### src/hdl/frlp_pkg.sv
package frlp_pkg;

  localparam int MAX_FRAMES  = 64;
  localparam int MARK_W      = 64;
  localparam int IDX_W       = 6;
  localparam int COUNT_W     = 7;
  localparam int VALUE_W     = 32;
  localparam int QUEUE_DEPTH = 2;
  localparam int QPTR_W      = 1;

  localparam logic [COUNT_W-1:0] USABLE_MAX = COUNT_W'((MAX_FRAMES < MARK_W) ?
                                                       MAX_FRAMES : MARK_W);

  // result status codes
  localparam logic [2:0] ST_OK           = 3'd0;
  localparam logic [2:0] ST_BAD_NUMBER   = 3'd1;
  localparam logic [2:0] ST_BAD_RANGE    = 3'd2;
  localparam logic [2:0] ST_REVERSE      = 3'd3;
  localparam logic [2:0] ST_OUT_OF_RANGE = 3'd4;
  localparam logic [2:0] ST_NO_FRAMES    = 3'd5;

  // position within a token
  localparam logic [2:0] PH_START = 3'd0;
  localparam logic [2:0] PH_NUM1  = 3'd1;
  localparam logic [2:0] PH_GAP1  = 3'd2;
  localparam logic [2:0] PH_DASH  = 3'd3;
  localparam logic [2:0] PH_NUM2  = 3'd4;
  localparam logic [2:0] PH_GAP2  = 3'd5;

  localparam logic [7:0] CH_COMMA = 8'h2c;
  localparam logic [7:0] CH_DASH  = 8'h2d;
  localparam logic [7:0] CH_SPACE = 8'h20;
  localparam logic [7:0] CH_TAB   = 8'h09;
  localparam logic [7:0] CH_ZERO  = 8'h30;
  localparam logic [7:0] CH_NINE  = 8'h39;

  typedef struct packed {
    logic [7:0] char_code;
    logic       no_char;
    logic       last_char;
  } in_item_t;

  typedef struct packed {
    logic [2:0]       status;
    logic             has_index;
    logic [IDX_W-1:0] frame_index;
    logic             last_result;
  } out_item_t;

  // one finished spec handed from the parser to the emitter
  typedef struct packed {
    logic [2:0]        status;
    logic [MARK_W-1:0] marks;
  } job_t;

  typedef enum logic [1:0] {
    BK_IDLE,
    BK_SCAN,
    BK_STATUS
  } back_state_t;

endpackage

### src/hdl/frlp_queue.sv
module frlp_queue import frlp_pkg::*; (
  input  logic clk,
  input  logic rst_n,
  input  logic push,
  input  job_t push_data,
  input  logic pop,
  output job_t pop_data,
  output logic full,
  output logic empty
);

  job_t              mem_r [QUEUE_DEPTH];
  logic [QPTR_W-1:0] wr_ptr_r;
  logic [QPTR_W-1:0] rd_ptr_r;
  logic [QPTR_W:0]   count_r;

  assign full     = (count_r == (QPTR_W+1)'(QUEUE_DEPTH));
  assign empty    = (count_r == '0);
  assign pop_data = mem_r[rd_ptr_r];

  always_ff @(posedge clk) begin
    if (!rst_n) begin
      wr_ptr_r <= '0;
      rd_ptr_r <= '0;
      count_r  <= '0;
    end else begin
      if (push) begin
        wr_ptr_r <= wr_ptr_r + 1'b1;
      end
      if (pop) begin
        rd_ptr_r <= rd_ptr_r + 1'b1;
      end
      unique case ({push, pop})
        2'b10:   count_r <= count_r + 1'b1;
        2'b01:   count_r <= count_r - 1'b1;
        default: count_r <= count_r;
      endcase
    end
  end

  always_ff @(posedge clk) begin
    if (push) begin
      mem_r[wr_ptr_r] <= push_data;
    end
  end

endmodule

### src/hdl/frlp_front.sv
module frlp_front import frlp_pkg::*; (
  input  logic               clk,
  input  logic               rst_n,
  input  logic               in_valid,
  input  in_item_t           in_data,
  output logic               in_stall,
  input  logic [COUNT_W-1:0] frame_count,
  input  logic               q_full,
  output logic               q_push,
  output job_t               q_data
);

  logic [MARK_W-1:0]  marks_r, marks_nxt;
  logic [VALUE_W-1:0] v1_r, v1_nxt;
  logic [VALUE_W-1:0] v2_r, v2_nxt;
  logic [2:0]         phase_r, phase_nxt;
  logic               bad1_r, bad1_nxt;
  logic               bad2_r, bad2_nxt;
  logic               dash2_r, dash2_nxt;
  logic               dig1_r, dig1_nxt;
  logic [2:0]         err_r, err_nxt;
  logic               any_r, any_nxt;
  logic               fin_r, fin_nxt;

  logic               accept;
  logic [7:0]         c;
  logic               is_digit;
  logic [3:0]         digit;
  logic [VALUE_W-1:0] acc;
  logic [VALUE_W+3:0] prod;
  logic               ovf;

  logic [COUNT_W-1:0] usable;
  logic [2:0]         fin_err;
  logic               fin_mark;
  logic [VALUE_W-1:0] lo, hi;
  logic [IDX_W-1:0]   lo_sh;
  logic [COUNT_W-1:0] hi_sh;
  logic [MARK_W-1:0]  fin_mask;

  logic [2:0]         job_err;
  logic [2:0]         job_status;
  logic [MARK_W-1:0]  job_marks;

  assign in_stall = fin_r || q_full;
  assign accept   = in_valid && !in_stall;
  assign c        = in_data.char_code;
  assign is_digit = (c >= CH_ZERO) && (c <= CH_NINE);
  assign digit    = 4'(c - CH_ZERO);
  assign usable   = (frame_count > USABLE_MAX) ? USABLE_MAX : frame_count;

  // one shared multiply-by-ten for whichever part is being accumulated
  assign acc  = (phase_r <= PH_NUM1) ? v1_r : v2_r;
  assign prod = ({4'b0, acc} << 3) + ({4'b0, acc} << 1) + (VALUE_W+4)'(digit);
  assign ovf  = |prod[VALUE_W+3:VALUE_W];

  // judge the token held in the registers
  always_comb begin
    fin_err  = ST_OK;
    fin_mark = 1'b0;
    lo       = v1_r;
    hi       = v1_r;
    if (phase_r < PH_DASH) begin
      if (bad1_r) begin
        fin_err = ST_BAD_NUMBER;
      end else if (phase_r != PH_START) begin
        fin_mark = 1'b1;
      end
    end else begin
      hi = v2_r;
      if (bad1_r || bad2_r || dash2_r || !dig1_r || phase_r == PH_DASH) begin
        fin_err = ST_BAD_RANGE;
      end else if (v1_r > v2_r) begin
        fin_err = ST_REVERSE;
      end else begin
        fin_mark = 1'b1;
      end
    end
    if (fin_mark && (lo == '0 || hi > VALUE_W'(usable))) begin
      fin_err  = ST_OUT_OF_RANGE;
      fin_mark = 1'b0;
    end
  end

  assign lo_sh    = IDX_W'(lo[COUNT_W-1:0] - 1'b1);
  assign hi_sh    = COUNT_W'(COUNT_W'(MARK_W) - hi[COUNT_W-1:0]);
  assign fin_mask = ({MARK_W{1'b1}} << lo_sh) & ({MARK_W{1'b1}} >> hi_sh);

  // close the spec: final token, zero frame count override
  always_comb begin
    job_err   = (err_r != ST_OK) ? err_r : fin_err;
    job_marks = marks_r | ((err_r == ST_OK && fin_mark) ? fin_mask : '0);
    if (frame_count == '0) begin
      job_status = any_r ? ST_NO_FRAMES : ST_OK;
    end else begin
      job_status = job_err;
    end
    q_data.status = job_status;
    q_data.marks  = (job_status == ST_OK && frame_count != '0) ? job_marks : '0;
  end

  assign q_push = fin_r && !q_full;

  always_comb begin
    marks_nxt = marks_r;
    v1_nxt    = v1_r;
    v2_nxt    = v2_r;
    phase_nxt = phase_r;
    bad1_nxt  = bad1_r;
    bad2_nxt  = bad2_r;
    dash2_nxt = dash2_r;
    dig1_nxt  = dig1_r;
    err_nxt   = err_r;
    any_nxt   = any_r;
    fin_nxt   = fin_r;
    if (q_push) begin
      marks_nxt = '0;
      v1_nxt    = '0;
      v2_nxt    = '0;
      phase_nxt = PH_START;
      bad1_nxt  = 1'b0;
      bad2_nxt  = 1'b0;
      dash2_nxt = 1'b0;
      dig1_nxt  = 1'b0;
      err_nxt   = ST_OK;
      any_nxt   = 1'b0;
      fin_nxt   = 1'b0;
    end else if (accept) begin
      fin_nxt = in_data.last_char;
      if (!in_data.no_char) begin
        any_nxt = 1'b1;
        if (err_r == ST_OK) begin
          if (c == CH_COMMA) begin
            err_nxt = fin_err;
            if (fin_mark) begin
              marks_nxt = marks_r | fin_mask;
            end
            v1_nxt    = '0;
            v2_nxt    = '0;
            phase_nxt = PH_START;
            bad1_nxt  = 1'b0;
            bad2_nxt  = 1'b0;
            dash2_nxt = 1'b0;
            dig1_nxt  = 1'b0;
          end else if (c == CH_DASH) begin
            if (phase_r < PH_DASH) begin
              phase_nxt = PH_DASH;
            end else begin
              dash2_nxt = 1'b1;
            end
          end else if (c == CH_SPACE || c == CH_TAB) begin
            if (phase_r == PH_NUM1) begin
              phase_nxt = PH_GAP1;
            end else if (phase_r == PH_NUM2) begin
              phase_nxt = PH_GAP2;
            end
          end else if (is_digit) begin
            if (phase_r <= PH_NUM1) begin
              dig1_nxt  = 1'b1;
              phase_nxt = PH_NUM1;
              if (!bad1_r) begin
                if (ovf) begin
                  bad1_nxt = 1'b1;
                end else begin
                  v1_nxt = prod[VALUE_W-1:0];
                end
              end
            end else if (phase_r == PH_GAP1) begin
              bad1_nxt = 1'b1;
            end else if (phase_r <= PH_NUM2) begin
              phase_nxt = PH_NUM2;
              if (!bad2_r) begin
                if (ovf) begin
                  bad2_nxt = 1'b1;
                end else begin
                  v2_nxt = prod[VALUE_W-1:0];
                end
              end
            end else begin
              bad2_nxt = 1'b1;
            end
          end else if (phase_r < PH_DASH) begin
            bad1_nxt = 1'b1;
          end else begin
            bad2_nxt = 1'b1;
          end
        end
      end
    end
  end

  always_ff @(posedge clk) begin
    if (!rst_n) begin
      marks_r <= '0;
      v1_r    <= '0;
      v2_r    <= '0;
      phase_r <= PH_START;
      bad1_r  <= 1'b0;
      bad2_r  <= 1'b0;
      dash2_r <= 1'b0;
      dig1_r  <= 1'b0;
      err_r   <= ST_OK;
      any_r   <= 1'b0;
      fin_r   <= 1'b0;
    end else begin
      marks_r <= marks_nxt;
      v1_r    <= v1_nxt;
      v2_r    <= v2_nxt;
      phase_r <= phase_nxt;
      bad1_r  <= bad1_nxt;
      bad2_r  <= bad2_nxt;
      dash2_r <= dash2_nxt;
      dig1_r  <= dig1_nxt;
      err_r   <= err_nxt;
      any_r   <= any_nxt;
      fin_r   <= fin_nxt;
    end
  end

endmodule

### src/hdl/frlp_back.sv
module frlp_back import frlp_pkg::*; (
  input  logic      clk,
  input  logic      rst_n,
  input  logic      q_empty,
  input  job_t      q_data,
  output logic      q_pop,
  output logic      out_valid,
  output out_item_t out_data,
  input  logic      out_stall
);

  back_state_t       state_r, state_nxt;
  logic [MARK_W-1:0] sh_r, sh_nxt;
  logic [IDX_W-1:0]  idx_r, idx_nxt;
  logic [2:0]        st_r, st_nxt;
  logic              out_valid_r, out_valid_nxt;
  out_item_t         out_data_r, out_data_nxt;

  logic              out_free;
  logic              rest;
  logic              out_load;

  assign out_free  = !out_valid_r || !out_stall;
  assign rest      = |sh_r[MARK_W-1:1];
  assign out_valid = out_valid_r;
  assign out_data  = out_data_r;

  always_comb begin
    state_nxt = state_r;
    unique case (state_r)
      BK_IDLE: begin
        if (!q_empty) begin
          state_nxt = (q_data.marks != '0) ? BK_SCAN : BK_STATUS;
        end
      end
      BK_SCAN: begin
        if (sh_r[0] && out_free && !rest) begin
          state_nxt = BK_IDLE;
        end
      end
      BK_STATUS: begin
        if (out_free) begin
          state_nxt = BK_IDLE;
        end
      end
      default: state_nxt = BK_IDLE;
    endcase
  end

  always_comb begin
    q_pop        = 1'b0;
    sh_nxt       = sh_r;
    idx_nxt      = idx_r;
    st_nxt       = st_r;
    out_load     = 1'b0;
    out_data_nxt = out_data_r;
    unique case (state_r)
      BK_IDLE: begin
        if (!q_empty) begin
          q_pop   = 1'b1;
          sh_nxt  = q_data.marks;
          idx_nxt = '0;
          st_nxt  = q_data.status;
        end
      end
      BK_SCAN: begin
        // advance past an empty position, or a marked one once it can go out
        if (!sh_r[0] || out_free) begin
          sh_nxt  = sh_r >> 1;
          idx_nxt = idx_r + 1'b1;
        end
        if (sh_r[0] && out_free) begin
          out_load                 = 1'b1;
          out_data_nxt.status      = ST_OK;
          out_data_nxt.has_index   = 1'b1;
          out_data_nxt.frame_index = idx_r;
          out_data_nxt.last_result = !rest;
        end
      end
      BK_STATUS: begin
        if (out_free) begin
          out_load                 = 1'b1;
          out_data_nxt.status      = st_r;
          out_data_nxt.has_index   = 1'b0;
          out_data_nxt.frame_index = '0;
          out_data_nxt.last_result = 1'b1;
        end
      end
      default: begin
        q_pop = 1'b0;
      end
    endcase
    if (out_load) begin
      out_valid_nxt = 1'b1;
    end else begin
      out_valid_nxt = out_valid_r && out_stall;
    end
  end

  always_ff @(posedge clk) begin
    if (!rst_n) begin
      state_r     <= BK_IDLE;
      out_valid_r <= 1'b0;
    end else begin
      state_r     <= state_nxt;
      out_valid_r <= out_valid_nxt;
    end
  end

  always_ff @(posedge clk) begin
    sh_r       <= sh_nxt;
    idx_r      <= idx_nxt;
    st_r       <= st_nxt;
    out_data_r <= out_data_nxt;
  end

endmodule

### src/hdl/frame_range_list_parser_unit.sv
// Frame range list parser. Takes a spec such as "1-3, 7,9" one character per
// transfer and, on the item flagged last_char, returns the selected frames as
// ascending 0-based indices or a single status result. Characters are taken
// at one per cycle while the queue is not full; after the item carrying
// last_char the input stalls while the final token is judged and until the
// spec is handed to a two-entry queue. The emitter pops a spec from the queue
// and then walks the 64-bit frame bitmap one position per cycle, holding at a
// marked position while the output is stalled, while the parser already
// takes the characters of the next spec.
// frame_count is written through the cfg_ port; the user must write it only
// while no spec is in flight, as the block itself does not enforce this.
module frame_range_list_parser_unit import frlp_pkg::*; (
  input  logic               clk,
  input  logic               rst_n,
  input  logic               in_valid,
  input  in_item_t           in_data,
  output logic               in_stall,
  output logic               out_valid,
  output out_item_t          out_data,
  input  logic               out_stall,
  input  logic               cfg_valid,
  output logic               cfg_ready,
  input  logic [COUNT_W-1:0] cfg_data
);

  logic [COUNT_W-1:0] frame_count_r;
  logic               q_push;
  logic               q_pop;
  logic               q_full;
  logic               q_empty;
  job_t               q_wdata;
  job_t               q_rdata;

  assign cfg_ready = 1'b1;

  always_ff @(posedge clk) begin
    if (!rst_n) begin
      frame_count_r <= '0;
    end else if (cfg_valid && cfg_ready) begin
      frame_count_r <= cfg_data;
    end
  end

  frlp_front u_front (
    .clk         (clk),
    .rst_n       (rst_n),
    .in_valid    (in_valid),
    .in_data     (in_data),
    .in_stall    (in_stall),
    .frame_count (frame_count_r),
    .q_full      (q_full),
    .q_push      (q_push),
    .q_data      (q_wdata)
  );

  frlp_queue u_queue (
    .clk       (clk),
    .rst_n     (rst_n),
    .push      (q_push),
    .push_data (q_wdata),
    .pop       (q_pop),
    .pop_data  (q_rdata),
    .full      (q_full),
    .empty     (q_empty)
  );

  frlp_back u_back (
    .clk       (clk),
    .rst_n     (rst_n),
    .q_empty   (q_empty),
    .q_data    (q_rdata),
    .q_pop     (q_pop),
    .out_valid (out_valid),
    .out_data  (out_data),
    .out_stall (out_stall)
  );

`ifndef NO_ASSERTIONS
  a_no_overflow: assert property (@(posedge clk) disable iff (!rst_n)
    !(q_push && q_full))
    else $error("spec queue written while full");

  a_no_underflow: assert property (@(posedge clk) disable iff (!rst_n)
    !(q_pop && q_empty))
    else $error("spec queue read while empty");

  a_status_is_last: assert property (@(posedge clk) disable iff (!rst_n)
    (out_valid && !out_data.has_index) |-> out_data.last_result)
    else $error("status result not marked last");

  a_index_is_ok: assert property (@(posedge clk) disable iff (!rst_n)
    (out_valid && out_data.has_index) |-> (out_data.status == ST_OK))
    else $error("frame index sent with error status");
`endif

endmodule
### config.mk
export PLATFORM = sky130hd
export DESIGN_NAME = frame_range_list_parser_unit
export DESIGN_NICKNAME = d
export VERILOG_FILES = /design/src/hdl/frlp_pkg.sv /design/src/hdl/frlp_queue.sv /design/src/hdl/frlp_front.sv /design/src/hdl/frlp_back.sv /design/src/hdl/frame_range_list_parser_unit.sv
export SDC_FILE = /design/constraint.sdc
export NUM_CORES = 1
export LEC_CHECK = 0
export ABC_CLOCK_PERIOD_IN_PS = 5700
export BUFFER_PORTS_ARGS = -buffer_cell sky130_fd_sc_hd__buf_4
export CELL_PAD_IN_SITES_DETAIL_PLACEMENT = 0
export CELL_PAD_IN_SITES_GLOBAL_PLACEMENT = 1
export CORE_MARGIN = 5
export CORE_UTILIZATION = 51
export CTS_BUF_LIST = sky130_fd_sc_hd__clkbuf_4 sky130_fd_sc_hd__clkbuf_8 sky130_fd_sc_hd__clkbuf_16
export DETAILED_ROUTE_END_ITERATION = 6
export HOLD_SLACK_MARGIN = 0.05
export PLACE_DENSITY = 0.82
export SYNTH_ARGS = -nofsm -noshare
export SYNTH_HDL_FRONTEND = slang
export SYNTH_SLANG_ARGS = --single-unit
### constraint.sdc
create_clock -name clk -period 5.7 [get_ports clk]
set_input_delay 1.14 -clock clk [delete_from_list [all_inputs] [get_ports clk]]
set_output_delay 1.14 -clock clk [all_outputs]
set_load 0.05 [all_outputs]
==> results.sh <==
export IMPL_status="complete, no violations"
export IMPL_gp_congestion=0.990
export IMPL_drt_first_pass_iters=5
export IMPL_clockBufferDepth=3
export IMPL_ir_worst_vdd_v=0.000244
export IMPL_post_synth_top_area_cell="edfxtp_1"
export IMPL_chipHeight_um=207
export IMPL_hold_violations=0
export IMPL_pwr_share_clk_pct=34.3
export IMPL_synth_yosys_seq_area_share_pct=48.7
export IMPL_crit_path_end_kind="flip-flop"
export IMPL_ys_types=79
export IMPL_coreArea_mm2=0.0386
export IMPL_ios=36
export IMPL_gr_total_overflow=0
export IMPL_min_period_over_period_pct=90.0
export IMPL_dp_hpwl_um=39300
export IMPL_finalClockSkew_ns=0.0178
export IMPL_worstPathMaxFanout=50
export IMPL_cts_tree="done"
export IMPL_clk_latency_ns=0.55
export IMPL_cts_buffers=41
export IMPL_yosysMostFrequentCell="edfxtp_1"
export IMPL_ys_warnings_count=0
export IMPL_final_core_util_pct=56.9
export IMPL_globalRouteTotalUtil_pct=24.1
export IMPL_period_needed_ns=5.13
export IMPL_grt_max_degree=115
export IMPL_rows=72
export IMPL_postCtsSetupBuffers=0
export IMPL_fin_tns_setup_ns=0
export IMPL_nets=2132
export IMPL_synth_top_area_share_pct=33.0
export IMPL_start_kind="flip-flop"
export IMPL_leakagePower_nw=7.98
export IMPL_cp_arrival_ns=5.61
export IMPL_ys_flop_type="edfxtp_1"
export IMPL_intPower_mw=5.36
export IMPL_powerDensity_mw_per_mm2=345
export IMPL_drv_slew=0
export IMPL_antenna_left=0
export IMPL_ctsHoldBuffers=0
export IMPL_drive_gt1_share_pct=9.10
export IMPL_slew_headroom_pct=24.2
export IMPL_drc=0
export IMPL_syn_area_per_cell_um2=9.96
export IMPL_grt_pass1_wl_um=84300
export IMPL_cap_violations=0
export IMPL_portBuffers=34
export IMPL_worstMarginPinSlew_ns=1.13
export IMPL_htree_levels=2
export IMPL_synth_edf_count=218
export IMPL_p_sw_mw=2.22
export IMPL_hold_slack_ns=0.464
export IMPL_num_vias=15411
export IMPL_swShare_pct=29.3
export IMPL_synthArstFlopShare_pct=0
export IMPL_critical_path_required_ns=6.18
export IMPL_combPwrFrac_pct=17.0
export IMPL_rsz0062_at_grt="no"
export IMPL_clkTransAtPathRegs_ns=0.06
export IMPL_design_area_mm2=0.0219
export IMPL_seq_power_share_pct=48.7
export IMPL_clkSinkCount=373
export IMPL_die_x_um=207
export IMPL_setup_violations=0
export IMPL_ys_top_cells_by_count="218 x edfxtp_1, 183 x nand2_1, 167 x nor2_1, 166 x a21oi_1, 155 x dfxtp_1"
export IMPL_die_area_mm2=0.0429
export IMPL_cts_root_buffer="clkbuf_16"
export IMPL_fmax_mhz=195
export IMPL_ys_seq_elements=373
export IMPL_via_per_inst=6.06
export IMPL_place_area_mm2=0.0206
export IMPL_hold_path_class="reg2reg"
export IMPL_floorplan_initialDensity_pct=51.4
export IMPL_syn_inst=1990
export IMPL_antenna_found_initial=1
export IMPL_area_delta_synth_final_pct=10.7
export IMPL_syn_nets=2129
export IMPL_grt_pass1_vias=14826
export IMPL_synthTopCellsByArea="edfxtp_1 33%, dfxtp_1 16%, ha_1 7.3%, mux2i_1 4.4%, a21oi_1 4.2%"
export IMPL_wl_per_cell_um=21.1
export IMPL_routed_wl_um=53500
export IMPL_critical_path_class="reg2reg"
export IMPL_synth_area_mm2=0.0198
export IMPL_antenna_cells=0
export IMPL_drt_iter0_markers=1259
==> cells by family after synthesis <==
family                     Yosys count  share of synthesized area (%)
AOI/OAI and AO/OA                  560                           18.2
other                                1                         0.0189
muxes                               94                           4.80
and+or+nand+nor                    608                           14.7
DFF                                373                           48.7
adders and majority gates          118                           7.51
buffers and inverters              188                           3.98
xor gates and xnor gates            48                           2.12
==> critical path: stages (launching register included) <==
cell and delay [ns]:
dfxtp_1 0.38, nor2_4 0.36, buf_12 0.27, nand2_1 0.07, o21ai_0 0.18, ha_1 0.32
ha_1 0.47, nand4_1 0.20, nor3_1 0.44, o21ai_0 0.17, o21ai_1 0.33, a211oi_1 0.15
xnor2_1 0.51, a2111oi_4 0.11, nor3_4 0.56, buf_4 0.33, a22o_1 0.17
==> state kept, by name, indices dropped and copies added (netlist names), 2 cells and up, named ones only <==
| register | flops |
|---|---|
| u_front.lo | 32 |
| u_queue.mem_r | 134 |
| u_queue.count_r | 2 |
| u_back.st_r | 3 |
| u_back.idx_r | 6 |
| u_front.marks_r | 64 |
| u_front.err_r | 3 |
| u_back.sh_r | 64 |
| u_front.phase_r | 3 |
| frame_count_r | 7 |
| u_front.v2_r | 32 |
| u_back.out_data | 11 |
| u_back.state_r | 2 |
==> layout make-up <==
type                            count  area (um^2)
Clock buffer                       53         1150
Clock inverter                     20          180
Fill cell                        3375        16600
Inverter                           73          274
Multi-Input combinational cell   1429         9460
Sequential cell                   373         9650
Tap cell                          518          648
Timing Repair Buffer               75          576
==> layout by cell type, fill, tap and decap left out, drive strengths merged, types with 11 or more instances in the layout <==
master / count
clkinv: 14
nor2: 167
xor2: 15
nand4: 33
o22ai: 16
a211oi: 18
o21ai: 154
mux2i: 89
nor4: 58
a21o: 16
buf: 75
and2: 19
inv: 75
a22o: 81
nor2b: 29
edfxtp: 218
nand3: 26
a21oi: 169
nor3: 44
xnor2: 33
a31oi: 21
a2111oi: 11
clkbuf: 53
ha: 115
nand2b: 12
dfxtp: 155
nand2: 184
o211ai: 17
==> final timing paths <==
check                              startpoint                          endpoint  slack, ns  cells after the start
max           u_front.phase_r[1]$_SDFFE_PP0P_        u_front.lo[3]$_SDFFE_PP0P_       0.57                     16
min          u_front.marks_r[54]$_SDFFE_PP0P_  u_front.marks_r[54]$_SDFFE_PP0P_       0.46                      2
min reg2reg  u_front.marks_r[54]$_SDFFE_PP0P_  u_front.marks_r[54]$_SDFFE_PP0P_       0.46                      2
max reg2reg   u_front.phase_r[1]$_SDFFE_PP0P_        u_front.lo[3]$_SDFFE_PP0P_       0.57                     16
==> routing by layer <==
metal	vias to the layer above	GRT usage [%]	part of all wire, %
met5	-	0	0
met2	515	36.2	43
met1	7417	37.2	48
met4	0	4.99	1.6
li1	7418	-	-
met3	61	3.57	7.1
==> metrics by stage <==
stage                     std cells  total power [mW]  setup WS (ns)
after floorplan                1990              4.62          0.945
after global placement         2468              4.98          0.546
after detailed placement       2468              5.02          0.328
after CTS                      2541              7.61          0.427
after global routing           2541              7.91          0.192
final                          2541              7.58          0.570
==> what timing repair did <==
item | in CTS | in global routing
endpoints found under the hold margin | 0 | 0
gates resized for setup | 0 | 1
setup endpoints to repair | 0 | 13
==> power groups by stage <==
stage	sequential, mW	combinational [mW]	clock, mW
floorplan	3.75	0.867	0
global placement	3.72	1.26	0
detailed placement	3.74	1.28	0
CTS	3.69	1.29	2.63
global route	3.73	1.42	2.76
finish	3.69	1.29	2.60
No activity file was read; power rests on OpenSTA's default activity.
